`src/sv/ptrt_pkg.sv`:
```
// ptrt_pkg: shared constants, codes and controller/datapath handshake types
// for the periodic task release table.
// No dependencies; compiled first.
package ptrt_pkg;

    // Table sizing and field widths
    localparam int MAX_TASKS_DEF = 8;
    localparam int RESULT_LIMIT  = 8;
    localparam int FIRE_W        = $clog2(RESULT_LIMIT + 1);
    localparam int MODE_W        = 2;
    localparam int ID_W          = 8;
    localparam int PERIOD_W      = 16;
    localparam int BASE_W        = 8;
    localparam int COUNT_W       = 32;
    localparam int STATUS_W      = 2;
    localparam int ENTRY_W       = ID_W + PERIOD_W;

    // Shared divider: 32-bit dividend, 16-bit divisor, one bit per cycle
    localparam int DVD_W  = COUNT_W;
    localparam int DSR_W  = PERIOD_W;
    localparam int STEP_W = $clog2(DVD_W);

    localparam logic [BASE_W-1:0]  BASE_RESET  = 8'd10;
    localparam logic [COUNT_W-1:0] COUNT_RESET = 32'd1;

    typedef logic [3:0] active_t;

    typedef enum logic [MODE_W-1:0] {
        MODE_TICK   = 2'd0,
        MODE_ADD    = 2'd1,
        MODE_REMOVE = 2'd2,
        MODE_UPDATE = 2'd3
    } mode_t;

    typedef enum logic [STATUS_W-1:0] {
        ST_OK        = 2'd0,
        ST_NOT_FOUND = 2'd1,
        ST_FULL      = 2'd2
    } status_t;

    typedef enum logic [3:0] {
        S_IDLE,
        S_DISPATCH,
        S_SCAN_RD,
        S_SCAN_CMP,
        S_DIV_BASE,
        S_DIV_START,
        S_DIV_CNT,
        S_FIRE,
        S_SHIFT_RD,
        S_SHIFT_WR,
        S_TICK_END,
        S_DONE
    } state_t;

    typedef enum logic [1:0] {
        ADDR_IDX,
        ADDR_NEXT,
        ADDR_TOTAL
    } addr_sel_t;

    typedef enum logic [1:0] {
        WD_ITEM,
        WD_UPDATE,
        WD_COPY
    } wd_sel_t;

    typedef enum logic {
        DIV_BASE,
        DIV_COUNT
    } div_sel_t;

    typedef enum logic [1:0] {
        OUT_FIRE,
        OUT_TICK_END,
        OUT_DONE
    } out_kind_t;

    // Controller -> datapath
    typedef struct packed {
        logic      load_item;
        logic      ram_rd;
        logic      ram_we;
        addr_sel_t addr_sel;
        wd_sel_t   wd_sel;
        logic      total_inc;
        logic      total_dec;
        logic      idx_inc;
        logic      div_start;
        div_sel_t  div_sel;
        logic      div_latch;
        logic      pend_load;
        logic      status_load;
        status_t   status_val;
        logic      out_load;
        out_kind_t out_kind;
        logic      counter_inc;
    } ptrt_cmd_t;

    // Datapath -> controller
    typedef struct packed {
        mode_t mode;
        logic  idx_end;
        logic  idx_last;
        logic  full;
        logic  id_match;
        logic  div_done;
        logic  rem_zero;
        logic  fire_full;
        logic  pend_valid;
        logic  out_free;
    } ptrt_stat_t;

endpackage

```
`src/sv/ptrt_in_if.sv`:
```
// ptrt_in_if: valid/ready channel carrying one table item (mode, id, period).
// Depends on ptrt_pkg for field widths.
interface ptrt_in_if;
    logic                          valid;
    logic                          ready;
    logic [ptrt_pkg::MODE_W-1:0]   mode;
    logic [ptrt_pkg::ID_W-1:0]     task_id;
    logic [ptrt_pkg::PERIOD_W-1:0] period_ms;

    modport source (output valid, output mode, output task_id, output period_ms,
                    input ready);
    modport sink   (input valid, input mode, input task_id, input period_ms,
                    output ready);
endinterface

```
`src/sv/ptrt_out_if.sv`:
```
// ptrt_out_if: valid/ready channel carrying one result of the release table.
// Depends on ptrt_pkg for field widths.
interface ptrt_out_if;
    logic                          valid;
    logic                          ready;
    logic [ptrt_pkg::ID_W-1:0]     fired_task;
    logic                          fired;
    logic [ptrt_pkg::STATUS_W-1:0] status;
    logic [ptrt_pkg::COUNT_W-1:0]  tick_count;
    ptrt_pkg::active_t             active_tasks;
    logic                          last;

    modport source (output valid, output fired_task, output fired, output status,
                    output tick_count, output active_tasks, output last,
                    input ready);
    modport sink   (input valid, input fired_task, input fired, input status,
                    input tick_count, input active_tasks, input last,
                    output ready);
endinterface

```
`src/sv/ptrt_ram.sv`:
```
// ptrt_ram: generic single-write, single-read RAM with registered read data.
// No dependencies.
module ptrt_ram #(
    parameter int WIDTH = 24,
    parameter int DEPTH = 8
) (
    input  logic                                   clk,
    input  logic                                   wr_en,
    input  logic [((DEPTH > 1) ? $clog2(DEPTH) : 1)-1:0] wr_addr,
    input  logic [WIDTH-1:0]                       wr_data,
    input  logic                                   rd_en,
    input  logic [((DEPTH > 1) ? $clog2(DEPTH) : 1)-1:0] rd_addr,
    output logic [WIDTH-1:0]                       rd_data
);

    logic [WIDTH-1:0] mem [DEPTH];
    logic [WIDTH-1:0] rd_data_reg;

    // write port
    always_ff @(posedge clk)
    begin
        if (wr_en)
        begin
            mem[wr_addr] <= wr_data;
        end
    end

    // registered read port, holds until next read
    always_ff @(posedge clk)
    begin
        if (rd_en)
        begin
            rd_data_reg <= mem[rd_addr];
        end
    end

    assign rd_data = rd_data_reg;

endmodule

```
`src/sv/ptrt_div.sv`:
```
// ptrt_div: restoring divider, one quotient bit per cycle.
// Depends on ptrt_pkg for operand widths. Divisor must be nonzero.
module ptrt_div (
    input  logic                       clk,
    input  logic                       rst_n,
    input  logic                       start,
    input  logic [ptrt_pkg::DVD_W-1:0] dividend,
    input  logic [ptrt_pkg::DSR_W-1:0] divisor,
    output logic                       done,
    output logic [ptrt_pkg::DVD_W-1:0] quotient,
    output logic [ptrt_pkg::DSR_W-1:0] remainder
);

    localparam int DVD_W  = ptrt_pkg::DVD_W;
    localparam int DSR_W  = ptrt_pkg::DSR_W;
    localparam int STEP_W = ptrt_pkg::STEP_W;
    localparam logic [STEP_W-1:0] LAST_STEP = STEP_W'(DVD_W - 1);

    logic              busy_reg;
    logic              done_reg;
    logic [STEP_W-1:0] step_reg;
    logic [DVD_W-1:0]  dvd_reg;
    logic [DSR_W-1:0]  dsr_reg;
    logic [DSR_W-1:0]  rem_reg;

    logic [DSR_W:0]    rem_sh;
    logic [DSR_W:0]    diff;
    logic              q_bit;

    // one restoring step: shift in next dividend bit, trial subtract
    always_comb
    begin
        rem_sh = {rem_reg, dvd_reg[DVD_W-1]};
        diff   = rem_sh - {1'b0, dsr_reg};
        q_bit  = ~diff[DSR_W];
    end

    // control
    always_ff @(posedge clk or negedge rst_n)
    begin
        if (!rst_n)
        begin
            busy_reg <= 1'b0;
            done_reg <= 1'b0;
            step_reg <= '0;
        end
        else if (start)
        begin
            busy_reg <= 1'b1;
            done_reg <= 1'b0;
            step_reg <= '0;
        end
        else if (busy_reg)
        begin
            step_reg <= step_reg + 1'b1;
            if (step_reg == LAST_STEP)
            begin
                busy_reg <= 1'b0;
                done_reg <= 1'b1;
            end
        end
    end

    // operands and partial results
    always_ff @(posedge clk)
    begin
        if (start)
        begin
            dvd_reg <= dividend;
            dsr_reg <= divisor;
            rem_reg <= '0;
        end
        else if (busy_reg)
        begin
            dvd_reg <= {dvd_reg[DVD_W-2:0], q_bit};
            rem_reg <= q_bit ? diff[DSR_W-1:0] : rem_sh[DSR_W-1:0];
        end
    end

    assign done      = done_reg;
    assign quotient  = dvd_reg;
    assign remainder = rem_reg;

endmodule

```
`src/sv/ptrt_dp.sv`:
```
// ptrt_dp: datapath of the release table: item latch, table RAM, counters,
// shared divider, pending release and output register.
// Depends on ptrt_pkg, ptrt_ram, ptrt_div.
module ptrt_dp #(
    parameter int MAX_TASKS = ptrt_pkg::MAX_TASKS_DEF
) (
    input  logic                          clk,
    input  logic                          rst_n,
    input  logic [ptrt_pkg::MODE_W-1:0]   in_mode,
    input  logic [ptrt_pkg::ID_W-1:0]     in_task_id,
    input  logic [ptrt_pkg::PERIOD_W-1:0] in_period_ms,
    input  logic                          cfg_wr_en,
    input  logic [ptrt_pkg::BASE_W-1:0]   cfg_wr_data,
    input  ptrt_pkg::ptrt_cmd_t           cmd,
    output ptrt_pkg::ptrt_stat_t          stat,
    input  logic                          out_ready,
    output logic                          out_valid,
    output logic [ptrt_pkg::ID_W-1:0]     out_fired_task,
    output logic                          out_fired,
    output ptrt_pkg::status_t             out_status,
    output logic [ptrt_pkg::COUNT_W-1:0]  out_tick_count,
    output ptrt_pkg::active_t             out_active_tasks,
    output logic                          out_last
);

    localparam int IDX_W    = (MAX_TASKS > 1) ? $clog2(MAX_TASKS) : 1;
    localparam int CNT_W    = $clog2(MAX_TASKS + 1);
    localparam int ID_W     = ptrt_pkg::ID_W;
    localparam int PERIOD_W = ptrt_pkg::PERIOD_W;
    localparam int BASE_W   = ptrt_pkg::BASE_W;
    localparam int COUNT_W  = ptrt_pkg::COUNT_W;
    localparam int ENTRY_W  = ptrt_pkg::ENTRY_W;
    localparam int FIRE_W   = ptrt_pkg::FIRE_W;
    localparam logic [CNT_W-1:0]  TOTAL_MAX  = CNT_W'(MAX_TASKS);
    localparam logic [FIRE_W-1:0] FIRE_LIMIT = FIRE_W'(ptrt_pkg::RESULT_LIMIT);

    // item latch (payload)
    ptrt_pkg::mode_t     mode_reg;
    logic [ID_W-1:0]     id_reg;
    logic [PERIOD_W-1:0] period_reg;

    // control state
    logic [BASE_W-1:0]   base_reg;
    logic [CNT_W-1:0]    total_reg;
    logic [CNT_W-1:0]    total_next;
    logic [CNT_W-1:0]    idx_reg;
    logic [CNT_W-1:0]    idx_next;
    logic [COUNT_W-1:0]  counter_reg;
    ptrt_pkg::status_t   st_reg;
    logic                pend_valid_reg;
    logic [FIRE_W-1:0]   nfire_reg;
    logic                out_valid_reg;

    // payload state
    logic [ID_W-1:0]     pend_id_reg;
    logic [PERIOD_W-1:0] div_reg;
    logic [ID_W-1:0]     out_id_reg;
    logic                out_fired_reg;
    ptrt_pkg::status_t   out_status_reg;
    logic [COUNT_W-1:0]  out_count_reg;
    ptrt_pkg::active_t   out_active_reg;
    logic                out_last_reg;

    // table RAM and divider wiring
    logic [IDX_W-1:0]    ram_addr;
    logic [ENTRY_W-1:0]  ram_wdata;
    logic [ENTRY_W-1:0]  ram_rdata;
    logic [ID_W-1:0]     rd_id;
    logic [PERIOD_W-1:0] rd_period;
    logic [CNT_W-1:0]    idx_plus1;
    logic [BASE_W-1:0]   base_eff;
    logic [COUNT_W-1:0]  div_dividend;
    logic [PERIOD_W-1:0] div_divisor;
    logic                div_done;
    logic [COUNT_W-1:0]  div_quotient;
    logic [PERIOD_W-1:0] div_remainder;
    logic                out_free;

    assign rd_id     = ram_rdata[ENTRY_W-1 -: ID_W];
    assign rd_period = ram_rdata[PERIOD_W-1:0];
    assign idx_plus1 = idx_reg + 1'b1;
    assign base_eff  = (base_reg == '0) ? BASE_W'(1) : base_reg;
    assign out_free  = !out_valid_reg || out_ready;

    // table address and write data select
    always_comb
    begin
        unique case (cmd.addr_sel)
            ptrt_pkg::ADDR_IDX:   ram_addr = idx_reg[IDX_W-1:0];
            ptrt_pkg::ADDR_NEXT:  ram_addr = idx_plus1[IDX_W-1:0];
            ptrt_pkg::ADDR_TOTAL: ram_addr = total_reg[IDX_W-1:0];
            default:              ram_addr = idx_reg[IDX_W-1:0];
        endcase
        unique case (cmd.wd_sel)
            ptrt_pkg::WD_ITEM:   ram_wdata = {id_reg, period_reg};
            ptrt_pkg::WD_UPDATE: ram_wdata = {rd_id, period_reg};
            ptrt_pkg::WD_COPY:   ram_wdata = ram_rdata;
            default:             ram_wdata = {id_reg, period_reg};
        endcase
    end

    ptrt_ram #(
        .WIDTH (ENTRY_W),
        .DEPTH (MAX_TASKS)
    ) u_ram (
        .clk     (clk),
        .wr_en   (cmd.ram_we),
        .wr_addr (ram_addr),
        .wr_data (ram_wdata),
        .rd_en   (cmd.ram_rd),
        .rd_addr (ram_addr),
        .rd_data (ram_rdata)
    );

    // divider operands: period / base, then counter % divisor
    always_comb
    begin
        if (cmd.div_sel == ptrt_pkg::DIV_BASE)
        begin
            div_dividend = COUNT_W'(rd_period);
            div_divisor  = PERIOD_W'(base_eff);
        end
        else
        begin
            div_dividend = counter_reg;
            div_divisor  = div_reg;
        end
    end

    ptrt_div u_div (
        .clk       (clk),
        .rst_n     (rst_n),
        .start     (cmd.div_start),
        .dividend  (div_dividend),
        .divisor   (div_divisor),
        .done      (div_done),
        .quotient  (div_quotient),
        .remainder (div_remainder)
    );

    // counter next values
    always_comb
    begin
        total_next = total_reg;
        if (cmd.total_inc)
        begin
            total_next = total_reg + 1'b1;
        end
        else if (cmd.total_dec)
        begin
            total_next = total_reg - 1'b1;
        end
        idx_next = idx_reg;
        if (cmd.load_item)
        begin
            idx_next = '0;
        end
        else if (cmd.idx_inc)
        begin
            idx_next = idx_plus1;
        end
    end

    // control registers
    always_ff @(posedge clk or negedge rst_n)
    begin
        if (!rst_n)
        begin
            base_reg       <= ptrt_pkg::BASE_RESET;
            total_reg      <= '0;
            idx_reg        <= '0;
            counter_reg    <= ptrt_pkg::COUNT_RESET;
            st_reg         <= ptrt_pkg::ST_OK;
            pend_valid_reg <= 1'b0;
            nfire_reg      <= '0;
            out_valid_reg  <= 1'b0;
        end
        else
        begin
            if (cfg_wr_en)
            begin
                base_reg <= cfg_wr_data;
            end
            total_reg <= total_next;
            idx_reg   <= idx_next;
            if (cmd.counter_inc)
            begin
                counter_reg <= counter_reg + 1'b1;
            end
            if (cmd.load_item)
            begin
                st_reg         <= ptrt_pkg::ST_OK;
                pend_valid_reg <= 1'b0;
                nfire_reg      <= '0;
            end
            else
            begin
                if (cmd.status_load)
                begin
                    st_reg <= cmd.status_val;
                end
                if (cmd.pend_load)
                begin
                    pend_valid_reg <= 1'b1;
                    nfire_reg      <= nfire_reg + 1'b1;
                end
            end
            if (cmd.out_load)
            begin
                out_valid_reg <= 1'b1;
            end
            else if (out_ready)
            begin
                out_valid_reg <= 1'b0;
            end
        end
    end

    // item latch, divisor, pending release, output payload
    always_ff @(posedge clk)
    begin
        if (cmd.load_item)
        begin
            mode_reg   <= ptrt_pkg::mode_t'(in_mode);
            id_reg     <= in_task_id;
            period_reg <= in_period_ms;
        end
        if (cmd.div_latch)
        begin
            div_reg <= (div_quotient[PERIOD_W-1:0] == '0) ? PERIOD_W'(1)
                                                         : div_quotient[PERIOD_W-1:0];
        end
        if (cmd.pend_load)
        begin
            pend_id_reg <= rd_id;
        end
        if (cmd.out_load)
        begin
            out_count_reg  <= counter_reg;
            out_active_reg <= ptrt_pkg::active_t'(total_reg);
            unique case (cmd.out_kind)
                ptrt_pkg::OUT_FIRE:
                begin
                    out_id_reg     <= pend_id_reg;
                    out_fired_reg  <= 1'b1;
                    out_status_reg <= ptrt_pkg::ST_OK;
                    out_last_reg   <= 1'b0;
                end
                ptrt_pkg::OUT_TICK_END:
                begin
                    out_id_reg     <= pend_valid_reg ? pend_id_reg : '0;
                    out_fired_reg  <= pend_valid_reg;
                    out_status_reg <= ptrt_pkg::ST_OK;
                    out_last_reg   <= 1'b1;
                end
                default:
                begin
                    out_id_reg     <= '0;
                    out_fired_reg  <= 1'b0;
                    out_status_reg <= st_reg;
                    out_last_reg   <= 1'b1;
                end
            endcase
        end
    end

    // status to controller
    always_comb
    begin
        stat.mode       = mode_reg;
        stat.idx_end    = (idx_reg >= total_reg);
        stat.idx_last   = (idx_plus1 >= total_reg);
        stat.full       = (total_reg >= TOTAL_MAX);
        stat.id_match   = (rd_id == id_reg);
        stat.div_done   = div_done;
        stat.rem_zero   = (div_remainder == '0);
        stat.fire_full  = (nfire_reg >= FIRE_LIMIT);
        stat.pend_valid = pend_valid_reg;
        stat.out_free   = out_free;
    end

    assign out_valid        = out_valid_reg;
    assign out_fired_task   = out_id_reg;
    assign out_fired        = out_fired_reg;
    assign out_status       = out_status_reg;
    assign out_tick_count   = out_count_reg;
    assign out_active_tasks = out_active_reg;
    assign out_last         = out_last_reg;

endmodule

```
`src/sv/ptrt_ctrl.sv`:
```
// ptrt_ctrl: controller state machine of the release table; sequences table
// scans, divider runs, entry shifts and result transfers.
// Depends on ptrt_pkg.
module ptrt_ctrl (
    input  logic                 clk,
    input  logic                 rst_n,
    input  logic                 in_valid,
    output logic                 in_ready,
    input  ptrt_pkg::ptrt_stat_t stat,
    output ptrt_pkg::ptrt_cmd_t  cmd
);

    ptrt_pkg::state_t state_reg;
    ptrt_pkg::state_t state_next;
    logic             is_tick;

    assign is_tick = (stat.mode == ptrt_pkg::MODE_TICK);

    // state register
    always_ff @(posedge clk or negedge rst_n)
    begin
        if (!rst_n)
        begin
            state_reg <= ptrt_pkg::S_IDLE;
        end
        else
        begin
            state_reg <= state_next;
        end
    end

    // next state
    always_comb
    begin
        state_next = state_reg;
        unique case (state_reg)
            ptrt_pkg::S_IDLE:
            begin
                if (in_valid)
                begin
                    state_next = ptrt_pkg::S_DISPATCH;
                end
            end
            ptrt_pkg::S_DISPATCH:
            begin
                if (stat.mode == ptrt_pkg::MODE_ADD)
                begin
                    state_next = ptrt_pkg::S_DONE;
                end
                else
                begin
                    state_next = ptrt_pkg::S_SCAN_RD;
                end
            end
            ptrt_pkg::S_SCAN_RD:
            begin
                if (!stat.idx_end)
                begin
                    state_next = ptrt_pkg::S_SCAN_CMP;
                end
                else if (is_tick)
                begin
                    state_next = ptrt_pkg::S_TICK_END;
                end
                else
                begin
                    state_next = ptrt_pkg::S_DONE;
                end
            end
            ptrt_pkg::S_SCAN_CMP:
            begin
                if (is_tick)
                begin
                    state_next = ptrt_pkg::S_DIV_BASE;
                end
                else if (!stat.id_match)
                begin
                    state_next = ptrt_pkg::S_SCAN_RD;
                end
                else if (stat.mode == ptrt_pkg::MODE_REMOVE)
                begin
                    state_next = ptrt_pkg::S_SHIFT_RD;
                end
                else
                begin
                    state_next = ptrt_pkg::S_DONE;
                end
            end
            ptrt_pkg::S_DIV_BASE:
            begin
                if (stat.div_done)
                begin
                    state_next = ptrt_pkg::S_DIV_START;
                end
            end
            ptrt_pkg::S_DIV_START:
            begin
                state_next = ptrt_pkg::S_DIV_CNT;
            end
            ptrt_pkg::S_DIV_CNT:
            begin
                if (stat.div_done)
                begin
                    if (stat.rem_zero && !stat.fire_full)
                    begin
                        state_next = ptrt_pkg::S_FIRE;
                    end
                    else
                    begin
                        state_next = ptrt_pkg::S_SCAN_RD;
                    end
                end
            end
            ptrt_pkg::S_FIRE:
            begin
                if (!stat.pend_valid || stat.out_free)
                begin
                    state_next = ptrt_pkg::S_SCAN_RD;
                end
            end
            ptrt_pkg::S_SHIFT_RD:
            begin
                if (stat.idx_last)
                begin
                    state_next = ptrt_pkg::S_DONE;
                end
                else
                begin
                    state_next = ptrt_pkg::S_SHIFT_WR;
                end
            end
            ptrt_pkg::S_SHIFT_WR:
            begin
                state_next = ptrt_pkg::S_SHIFT_RD;
            end
            ptrt_pkg::S_TICK_END,
            ptrt_pkg::S_DONE:
            begin
                if (stat.out_free)
                begin
                    state_next = ptrt_pkg::S_IDLE;
                end
            end
            default:
            begin
                state_next = ptrt_pkg::S_IDLE;
            end
        endcase
    end

    // command outputs
    always_comb
    begin
        cmd      = '0;
        in_ready = 1'b0;
        unique case (state_reg)
            ptrt_pkg::S_IDLE:
            begin
                in_ready      = 1'b1;
                cmd.load_item = in_valid;
            end
            ptrt_pkg::S_DISPATCH:
            begin
                if (stat.mode == ptrt_pkg::MODE_ADD)
                begin
                    if (stat.full)
                    begin
                        cmd.status_load = 1'b1;
                        cmd.status_val  = ptrt_pkg::ST_FULL;
                    end
                    else
                    begin
                        cmd.ram_we    = 1'b1;
                        cmd.addr_sel  = ptrt_pkg::ADDR_TOTAL;
                        cmd.wd_sel    = ptrt_pkg::WD_ITEM;
                        cmd.total_inc = 1'b1;
                    end
                end
            end
            ptrt_pkg::S_SCAN_RD:
            begin
                if (!stat.idx_end)
                begin
                    cmd.ram_rd   = 1'b1;
                    cmd.addr_sel = ptrt_pkg::ADDR_IDX;
                end
                else if (!is_tick)
                begin
                    cmd.status_load = 1'b1;
                    cmd.status_val  = ptrt_pkg::ST_NOT_FOUND;
                end
            end
            ptrt_pkg::S_SCAN_CMP:
            begin
                if (is_tick)
                begin
                    cmd.div_start = 1'b1;
                    cmd.div_sel   = ptrt_pkg::DIV_BASE;
                end
                else if (!stat.id_match)
                begin
                    cmd.idx_inc = 1'b1;
                end
                else if (stat.mode == ptrt_pkg::MODE_UPDATE)
                begin
                    cmd.ram_we   = 1'b1;
                    cmd.addr_sel = ptrt_pkg::ADDR_IDX;
                    cmd.wd_sel   = ptrt_pkg::WD_UPDATE;
                end
            end
            ptrt_pkg::S_DIV_BASE:
            begin
                cmd.div_latch = stat.div_done;
            end
            ptrt_pkg::S_DIV_START:
            begin
                cmd.div_start = 1'b1;
                cmd.div_sel   = ptrt_pkg::DIV_COUNT;
            end
            ptrt_pkg::S_DIV_CNT:
            begin
                cmd.div_sel = ptrt_pkg::DIV_COUNT;
                cmd.idx_inc = stat.div_done && !(stat.rem_zero && !stat.fire_full);
            end
            ptrt_pkg::S_FIRE:
            begin
                // earlier pending release, if any, goes out; this one becomes pending
                if (!stat.pend_valid)
                begin
                    cmd.pend_load = 1'b1;
                    cmd.idx_inc   = 1'b1;
                end
                else if (stat.out_free)
                begin
                    cmd.out_load  = 1'b1;
                    cmd.out_kind  = ptrt_pkg::OUT_FIRE;
                    cmd.pend_load = 1'b1;
                    cmd.idx_inc   = 1'b1;
                end
            end
            ptrt_pkg::S_SHIFT_RD:
            begin
                if (stat.idx_last)
                begin
                    cmd.total_dec = 1'b1;
                end
                else
                begin
                    cmd.ram_rd   = 1'b1;
                    cmd.addr_sel = ptrt_pkg::ADDR_NEXT;
                end
            end
            ptrt_pkg::S_SHIFT_WR:
            begin
                cmd.ram_we   = 1'b1;
                cmd.addr_sel = ptrt_pkg::ADDR_IDX;
                cmd.wd_sel   = ptrt_pkg::WD_COPY;
                cmd.idx_inc  = 1'b1;
            end
            ptrt_pkg::S_TICK_END:
            begin
                if (stat.out_free)
                begin
                    cmd.out_load    = 1'b1;
                    cmd.out_kind    = ptrt_pkg::OUT_TICK_END;
                    cmd.counter_inc = 1'b1;
                end
            end
            ptrt_pkg::S_DONE:
            begin
                if (stat.out_free)
                begin
                    cmd.out_load = 1'b1;
                    cmd.out_kind = ptrt_pkg::OUT_DONE;
                end
            end
            default:
            begin
                cmd = '0;
            end
        endcase
    end

endmodule

```
`src/sv/periodic_task_release_table_unit.sv`:
```
// periodic_task_release_table_unit: top level of the periodic task release table.
// Depends on ptrt_pkg, ptrt_in_if, ptrt_out_if, ptrt_ctrl, ptrt_dp.
//
// Takes one item at a time. Add writes the entry at the end of the table; remove
// and update read and compare each entry scanned, remove then reads and writes
// each entry moved up to close the gap. A tick visits every entry: the single
// shared divider retires one bit per cycle and runs twice per entry (period /
// base, then counter % divisor), and a tick may also wait on the result side.
// A result sits in an output register; a new item is taken as soon as the
// last result of the previous one has been loaded there. No clearing pass:
// the table RAM is only read below the entry count.
module periodic_task_release_table_unit #(
    parameter int MAX_TASKS = ptrt_pkg::MAX_TASKS_DEF
) (
    input  logic                        clk,
    input  logic                        rst_n,
    input  logic                        cfg_wr_en,
    input  logic [ptrt_pkg::BASE_W-1:0] cfg_wr_data,
    ptrt_in_if.sink                     in_ch,
    ptrt_out_if.source                  out_ch
);

    ptrt_pkg::ptrt_cmd_t  cmd;
    ptrt_pkg::ptrt_stat_t stat;
    ptrt_pkg::status_t    out_status;

    // control
    ptrt_ctrl u_ctrl (
        .clk      (clk),
        .rst_n    (rst_n),
        .in_valid (in_ch.valid),
        .in_ready (in_ch.ready),
        .stat     (stat),
        .cmd      (cmd)
    );

    // datapath
    ptrt_dp #(
        .MAX_TASKS (MAX_TASKS)
    ) u_dp (
        .clk              (clk),
        .rst_n            (rst_n),
        .in_mode          (in_ch.mode),
        .in_task_id       (in_ch.task_id),
        .in_period_ms     (in_ch.period_ms),
        .cfg_wr_en        (cfg_wr_en),
        .cfg_wr_data      (cfg_wr_data),
        .cmd              (cmd),
        .stat             (stat),
        .out_ready        (out_ch.ready),
        .out_valid        (out_ch.valid),
        .out_fired_task   (out_ch.fired_task),
        .out_fired        (out_ch.fired),
        .out_status       (out_status),
        .out_tick_count   (out_ch.tick_count),
        .out_active_tasks (out_ch.active_tasks),
        .out_last         (out_ch.last)
    );

    assign out_ch.status = out_status;

endmodule

```
`src/flat_wrapper.sv`:
```
// flat-port wrapper written by rule: the top's interface ports become plain ports
module periodic_task_release_table_unit_flat 
#(
    parameter int MAX_TASKS = ptrt_pkg::MAX_TASKS_DEF
)
  (clk, rst_n, cfg_wr_en, cfg_wr_data, in_ch_valid, in_ch_mode, in_ch_task_id, in_ch_period_ms, in_ch_ready, out_ch_valid, out_ch_fired_task, out_ch_fired, out_ch_status, out_ch_tick_count, out_ch_active_tasks, out_ch_last, out_ch_ready);
  ptrt_in_if in_ch_i ();
  ptrt_out_if out_ch_i ();
  input  logic clk;
  input  logic rst_n;
  input  logic cfg_wr_en;
  input  logic [ptrt_pkg::BASE_W-1:0] cfg_wr_data;
  input wire logic [$bits(in_ch_i.valid)-1:0] in_ch_valid;
  input wire logic [$bits(in_ch_i.mode)-1:0] in_ch_mode;
  input wire logic [$bits(in_ch_i.task_id)-1:0] in_ch_task_id;
  input wire logic [$bits(in_ch_i.period_ms)-1:0] in_ch_period_ms;
  output wire logic [$bits(in_ch_i.ready)-1:0] in_ch_ready;
  output wire logic [$bits(out_ch_i.valid)-1:0] out_ch_valid;
  output wire logic [$bits(out_ch_i.fired_task)-1:0] out_ch_fired_task;
  output wire logic [$bits(out_ch_i.fired)-1:0] out_ch_fired;
  output wire logic [$bits(out_ch_i.status)-1:0] out_ch_status;
  output wire logic [$bits(out_ch_i.tick_count)-1:0] out_ch_tick_count;
  output wire logic [$bits(out_ch_i.active_tasks)-1:0] out_ch_active_tasks;
  output wire logic [$bits(out_ch_i.last)-1:0] out_ch_last;
  input wire logic [$bits(out_ch_i.ready)-1:0] out_ch_ready;
  assign in_ch_i.valid = in_ch_valid;
  assign in_ch_i.mode = in_ch_mode;
  assign in_ch_i.task_id = in_ch_task_id;
  assign in_ch_i.period_ms = in_ch_period_ms;
  assign in_ch_ready = in_ch_i.ready;
  assign out_ch_valid = out_ch_i.valid;
  assign out_ch_fired_task = out_ch_i.fired_task;
  assign out_ch_fired = out_ch_i.fired;
  assign out_ch_status = out_ch_i.status;
  assign out_ch_tick_count = out_ch_i.tick_count;
  assign out_ch_active_tasks = out_ch_i.active_tasks;
  assign out_ch_last = out_ch_i.last;
  assign out_ch_i.ready = out_ch_ready;
  periodic_task_release_table_unit #(.MAX_TASKS(MAX_TASKS)) u_core (.clk(clk), .rst_n(rst_n), .cfg_wr_en(cfg_wr_en), .cfg_wr_data(cfg_wr_data), .in_ch(in_ch_i), .out_ch(out_ch_i));
endmodule
```
`config.mk`:
```
export PLATFORM = sky130hd
export DESIGN_NAME = periodic_task_release_table_unit_flat
export DESIGN_NICKNAME = d
export VERILOG_FILES = /design/src/sv/ptrt_pkg.sv /design/src/sv/ptrt_in_if.sv /design/src/sv/ptrt_out_if.sv /design/src/sv/ptrt_ram.sv /design/src/sv/ptrt_div.sv /design/src/sv/ptrt_dp.sv /design/src/sv/ptrt_ctrl.sv /design/src/sv/periodic_task_release_table_unit.sv /design/src/flat_wrapper.sv
export SDC_FILE = /design/constraint.sdc
export NUM_CORES = 1
export LEC_CHECK = 0
export BUFFER_PORTS_ARGS = -buffer_cell sky130_fd_sc_hd__buf_2
export CAP_MARGIN = 20
export CORE_UTILIZATION = 35
export DETAILED_ROUTE_END_ITERATION = 8
export HOLD_SLACK_MARGIN = 0.1
export PLACE_DENSITY = 0.55
export SKIP_LAST_GASP = 1
export SLEW_MARGIN = 40
export SYNTH_ARGS = -nofsm -noshare
export SYNTH_HDL_FRONTEND = slang
export SYNTH_SLANG_ARGS = --single-unit
```
`constraint.sdc`:
```
create_clock -name clk -period 6.6 [get_ports clk]
set_input_delay 1.32 -clock clk [delete_from_list [all_inputs] [get_ports clk]]
set_output_delay 1.32 -clock clk [all_outputs]
set_load 0.02 [all_outputs]
```
Yosys cells after proc, flatten, opt, wreduce, memory -nomap -nowiden:

Memories as Yosys holds them, arrays and structs flattened. A register that Yosys moved wholly into a read port is not among the register bits.
Cells that the tools add are included.

* flip-flop bits (word level): 229
* logic and storage cells: 178
* memories: 1
* output and inout bits: 50
* bits in writable memories: 192
* input port bits: 39

* muxes and demuxes: 86
* eq/ne operators: 26
* bitwise logic cells: 1
* add/subtract/negate cells: 7
* magnitude comparators: 4
* reductions and logical operators: 26

Memories
* u_core.u_dp.u_ram.mem: words 8, bits a word 24, read ports 1, clocked after Yosys merged registers in 1, wr ports 1, line ptrt_ram.sv:16 `logic [WIDTH-1:0] mem [DEPTH];`

Operators by type and width (number)
* 32-bit 2-to-1 mux: 3
* 4-bit 2-to-1 mux: 16
* 24-bit case mux with 2 select lines: 1
* 4-bit case mux with 11 select lines: 1
* 32-bit by 1-bit adder with 32-bit output (second input constant): 1
* 16-bit zero test: 2
* 1-bit 2-to-1 mux: 29
* 5-bit 2-to-1 mux: 5
* 3-bit 2-to-1 mux: 8
* 8-bit 2-to-1 mux: 3
* 17-bit by 16-bit subtractor with 17-bit output: 1
* 4-bit by 3-bit == test with 1-bit output (second input constant): 4
* 4-bit == test (second input constant): 4
* 16-bit 2-to-1 mux: 1
* 8-bit case mux with 2 select lines: 1
* 2-bit nonzero test: 7
* 4-bit by 1-bit adder with 4-bit output (second input constant): 3
* 6-bit 2-to-1 mux: 2
* 2-bit case mux with 3 select lines: 2
* 3-bit case mux with 2 select lines: 2
* 2-bit 2-to-1 mux: 5
* 2-bit != test (second input constant): 5
* 3-bit case mux with 3 select lines: 1
* 2-bit by 1-bit == test with 1-bit output (second input constant): 4
* other kinds (22): 39

Longest topological paths before layout:

* depth after elaboration: 8
* depth in mapped cells: 19
* depth with buffers taken out: 16

By module:

From an unflattened synthesis, not the netlist that was laid out.

* cell total of the unflattened synthesis: 1225
* area, all modules: 19198.4 µm²

By module, submodules not included
* ptrt_ram: seq. area each 6486.2 µm², cells an instance 314, area each 8037.7 µm², instances 1
* ptrt_dp: seq. area each 4347.9 µm², cells an instance 501, area each 6814.0 µm², instances 1
* ptrt_div: seq. area each 1936.9 µm², cells an instance 327, area each 3759.9 µm², instances 1
* ptrt_ctrl: seq. area each 100.1 µm², cells an instance 83, area each 586.8 µm², instances 1

Worst setup path after synthesis:

No wires, ideal clock.

* path kind: register -> register
* from: reg u_core.u_dp.idx_reg[0]
* to: mem u_core.u_dp.u_ram.mem[6][0], enable pin
* slack: 1.354 ns
* library setup time: 0.435 ns
* stages on the path, launching flop included: 18
* required time: 6.165 ns
* buffers on the path: 3
* arrival time: 4.811 ns
* path through: dfrtp_1 ha_1 ha_1 a21boi_0 o21a_1 o21a_1 nor2_1 nand2_1 inv_1 ha_1 buf_2 nor3b_1 o21ai_0 o211ai_1 buf_2 clkbuf_1 nand2_1 nor3_1

* word-level cells in the longest chain between the ends: 6
* elaborated cells on any way between the ends: 7
* classes of those cells: 1 x add/sub; 1 x order compare; 2 x eq/ne; 3 x mux

Ends and longest elaborated chain
* start: declaration: line ptrt_dp.sv:46 `logic [CNT_W-1:0] idx_reg;`
* start signal: assignment: line ptrt_dp.sv:185 `idx_reg <= idx_next;`
* 4-bit by 1-bit adder with 4-bit output: line ptrt_dp.sv:81 `assign idx_plus1 = idx_reg + 1'b1;`
* 4-bit greater-or-equal comparator: line ptrt_dp.sv:272 `stat.idx_last = (idx_plus1 >= total_reg);`
* 1-bit 2-to-1 mux: line ptrt_ctrl.sv:243 `if (stat.idx_last)`
* 2-bit case mux with 3 select lines: line ptrt_ctrl.sv:156 `unique case (state_reg)`
* 2-bit == test / 2-bit by 1-bit == test with 1-bit output (equally long branches): line ptrt_dp.sv:88 `unique case (cmd.addr_sel)`
* 3-bit case mux with 2 select lines *: line ptrt_dp.sv:88
* end: declaration: line ptrt_ram.sv:16

Every way passes the cells marked *; elsewhere a longest branch is shown, timed or not.

Worst setup path after layout:

* from: reg u_core.u_ctrl.state_reg[2]
* to: mem u_core.u_dp.u_ram.mem[0][7], enable pin

* word-level cells in the longest chain between the ends: 4
* elaborated cells on any way between the ends: 11
* classes of those cells: 6 x eq/ne; 5 x mux

Ends and longest elaborated chain
* start: declaration: line ptrt_ctrl.sv:13 `ptrt_pkg::state_t state_reg;`
* start signal: assignment: line ptrt_ctrl.sv:24 `state_reg <= ptrt_pkg::S_IDLE;`
* start signal: assignment: line ptrt_ctrl.sv:28 `state_reg <= state_next;`
* 4-bit == test, or another cell as far along: line ptrt_ctrl.sv:156
* 2-bit case mux with 3 select lines / 1-bit case mux with 3 select lines (equally long branches): line ptrt_ctrl.sv:156
* 2-bit == test, or another cell as far along: line ptrt_dp.sv:88
* 3-bit case mux with 2 select lines / 1-bit 2-to-1 mux (equally long branches): line ptrt_dp.sv:88, ptrt_ram.sv:24

Several ways; a longest one is shown, not always the timed one.

==> metrics.txt <==
Synth Flop Type edfxtp_1; Yosys reg bits 445; routed vias 11,810; Initial Util 0.3568; Tightest Hold Check Type reg -> reg; Die W 234.4 um; RSZ-0062 raised after global routing false; Setup Viol. Count Final 0; clock share of power 0.266; CP max stage delay 0.59 ns; Synth area leaders edfxtp_1 (58%), dfrtp_1 (8.5%), nand2_1 (5.3%); Clock Sink Count 445; sequential share of power 0.428; # hold bufs at CTS 0; GRT Overall Usage 0.1643; CTS H-tree depth 2; largest net degree at the start of global routing 68; Internal Pwr Total 0.006347 W; Post-Synthesis Cells 1,456; syn_area_per_cell 12.98 um2; CTS tree built; Core ar. 52,970 um2; most frequent CP cell nand2_1; Ys Warns 0; Post-synth EDFFs 362; Final HPWL DP 29.34 mm; GPL Wtd Cong 0.8493; static leakage 7.982 nW; CP max stage cell ha_1; most frequent cell after synthesis edfxtp_1; CP arrival 4.79 ns; Die Height 234.4 um; M2 GR Usage 0.2720; post-synthesis sequential area ratio 0.6810; Pwr Density 449.2 nW/um2; crit-path max FO 16; min cycle time layout 4.535 ns; via/cell ratio 5.216; Final Hold Viols 0; # rows 84; Fill cells 4,994; final number of max-transition violations 0; Area Overhead vs Synth 14.74%; endpoint class of the critical path flop; Avg WL per Cell 19.67 um; Combinational Power Share 0.306; Cell variety after synth 72; grt met1 use 0.2201; Skew-Pair Late Insertion Delay 0.59 ns; WS Path Type reg -> reg; Layout Nets 1,613; first-pass GRT wire length 68.86 mm; Routed Antenna Nets 0; 1st-pass router iterations 5; CTS Root Cell clkbuf_16; Max-slew headroom 0.4401; Worst Setup Start Kind flop; net switching power 0.003394 W; top-level I/O count 89; VDD IR max 0.2202 mV; initial antenna violation count 1; period utilization 0.6871; Clock Tree Buf Depth 3; Tot Pwr 0.009741 W; vias in the first global route 11,750; PortBufs 88; n_diodes 0; syn_nets 1,533; Reg area 12,870 um2; met3 GRT Util 0.02286; total negative slack 0 ns; DIE AREA 54,930 um2; Synth top area share 0.5751; footprint of the multi-input gates 5624 um2; CP required 6.86 ns; Synth area leader edfxtp_1; Worst Tran Pin Value 0.8367 ns; post-CTS resize count 0; async set or reset register ratio after synthesis 0.1506; Max Cap Viol 0; Top reg by flops u_core.u_dp.u_ram.mem; clock transition at the registers of the reported paths 0.06 ns; Largest register FFs 192; Most Crowded Layer GR met2; cts bufs inserted 48; DRC viols 0; Post-Syn Area 18,900 um2; switching share of power 0.3484; grt total ovfl 0; share of post-route cells with drive strength above 1 0.1504; Synth top cells by count edfxtp_1 (362), nand2_1 (265), nor2_1 (81); status finished, final reports clean; Max Clock Freq 0.2205 GHz; Routed WL 44.53 mm; clk_skew 0.02213 ns; total setup buffers inserted after CTS 0; DR iter-0 viols 1,005; CP cell instances nor2_1, nand2_1, nor3_1, nand2_1, ha_1, nor3b_1, o21ai_0, o211a_1, nand2_1, nor2_2, buf_4
-- metal layers --
layer | routed length [um] | up-vias | part of all wire
met3 | 2029 | 76 | 0.046
li1 | - | 5535 | -
met1 | 19960 | 5914 | 0.45
met2 | 21320 | 285 | 0.48
met5 | 0 | - | 0
met4 | 1210 | 0 | 0.027
-- through the flow --
| stage | setup WS [ns] | util | hold WS (ns) | cells | area, um2 |
|---|---|---|---|---|---|
| finish | 2.065 | 0.4094 | 0.4933 | 2264 | 21690 |
| global route | 1.650 | 0.4094 | 0.4966 | 2264 | 21690 |
| CTS | 2.081 | 0.4093 | 0.4886 | 2264 | 21680 |
| detailed placement | 2.109 | 0.3806 | 0.4748 | 2174 | 20160 |
| global placement | 2.174 | 0.3796 | 0.4761 | 2173 | 20110 |
| floorplan | 1.354 | - | 0.4231 | 1456 | 18900 |
-- power by group through the flow --
| stage | clock network, W | registers (W) | logic, W |
|---|---|---|---|
| after floorplan | 0 | 0.00409 | 0.00222 |
| final | 0.00259 | 0.00417 | 0.00298 |
| after global placement | 0 | 0.00421 | 0.00291 |
| after global routing | 0.00276 | 0.00422 | 0.00332 |
| after detailed placement | 0 | 0.00422 | 0.00299 |
| after CTS | 0.00266 | 0.00417 | 0.00300 |
-- placed cells by master (no fill, tap or decap), drive strengths merged, types with 13 or more instances in the layout --
cell type	count
and2	20
dfxtp	16
nor2	82
clkinv	21
nand2	265
buf	112
nand4	16
o22ai	13
mux2i	15
xnor2	44
xor2	18
a21oi	57
a31oi	28
clkbuf	61
nor3	18
a22o	18
edfxtp	362
and3	14
o21ai	41
nand3	30
dfrtp	64
inv	43
ha	36
a221oi	25
-- worst paths after layout --
kind,slack (ns),to,startpoint,cells after the start
max,2.07,u_core.u_dp.u_ram.mem[0][7],u_core.u_ctrl.state_reg[2],11
min,0.49,u_core.u_dp.div_reg[6],u_core.u_dp.u_div.quotient[6],0
max reg2reg,2.07,u_core.u_dp.u_ram.mem[0][7],u_core.u_ctrl.state_reg[2],11
min reg2reg,0.49,u_core.u_dp.div_reg[6],u_core.u_dp.u_div.quotient[6],0
max in group asynchronous,5.38,u_core.u_dp.base_reg[5],rst_n,1
min in group asynchronous,0.75,u_core.u_dp.counter_reg[23],rst_n,1
-- critical path, delay by kind of cell, from the launching register on --
kind	cells	cell delay [ns]
fa+ha+maj	1	0.59
buf+inv	1	0.39
flops	1	0.54
simple gates	7	1.94
compound gates	2	0.73
-- final cells by class --
cell class,count,share of cell area
flip-flops and latches,445,0.5935
clock inverters,29,0.01154
multi-input cells,889,0.2593
well taps,688,0.03970
clock buffers,61,0.05856
repair buffers,112,0.03041
inverters,40,0.006924
-- cell families (layout without fill, tap and decap cells) --
logic type               Yosys count  after routing  synth area share
AND/OR/NAND/NOR                  494            494            0.1160
multiplexers                      36             36           0.02661
XOR/XNOR                          62             62           0.03012
flip-flops                       445            445            0.6810
adder cells (fa/ha/maj)           38             38           0.02595
buffers and inverters            122            242           0.02595
AO/OA/AOI/OAI                    259            259           0.09433
Power figures use the tool's default switching activity.
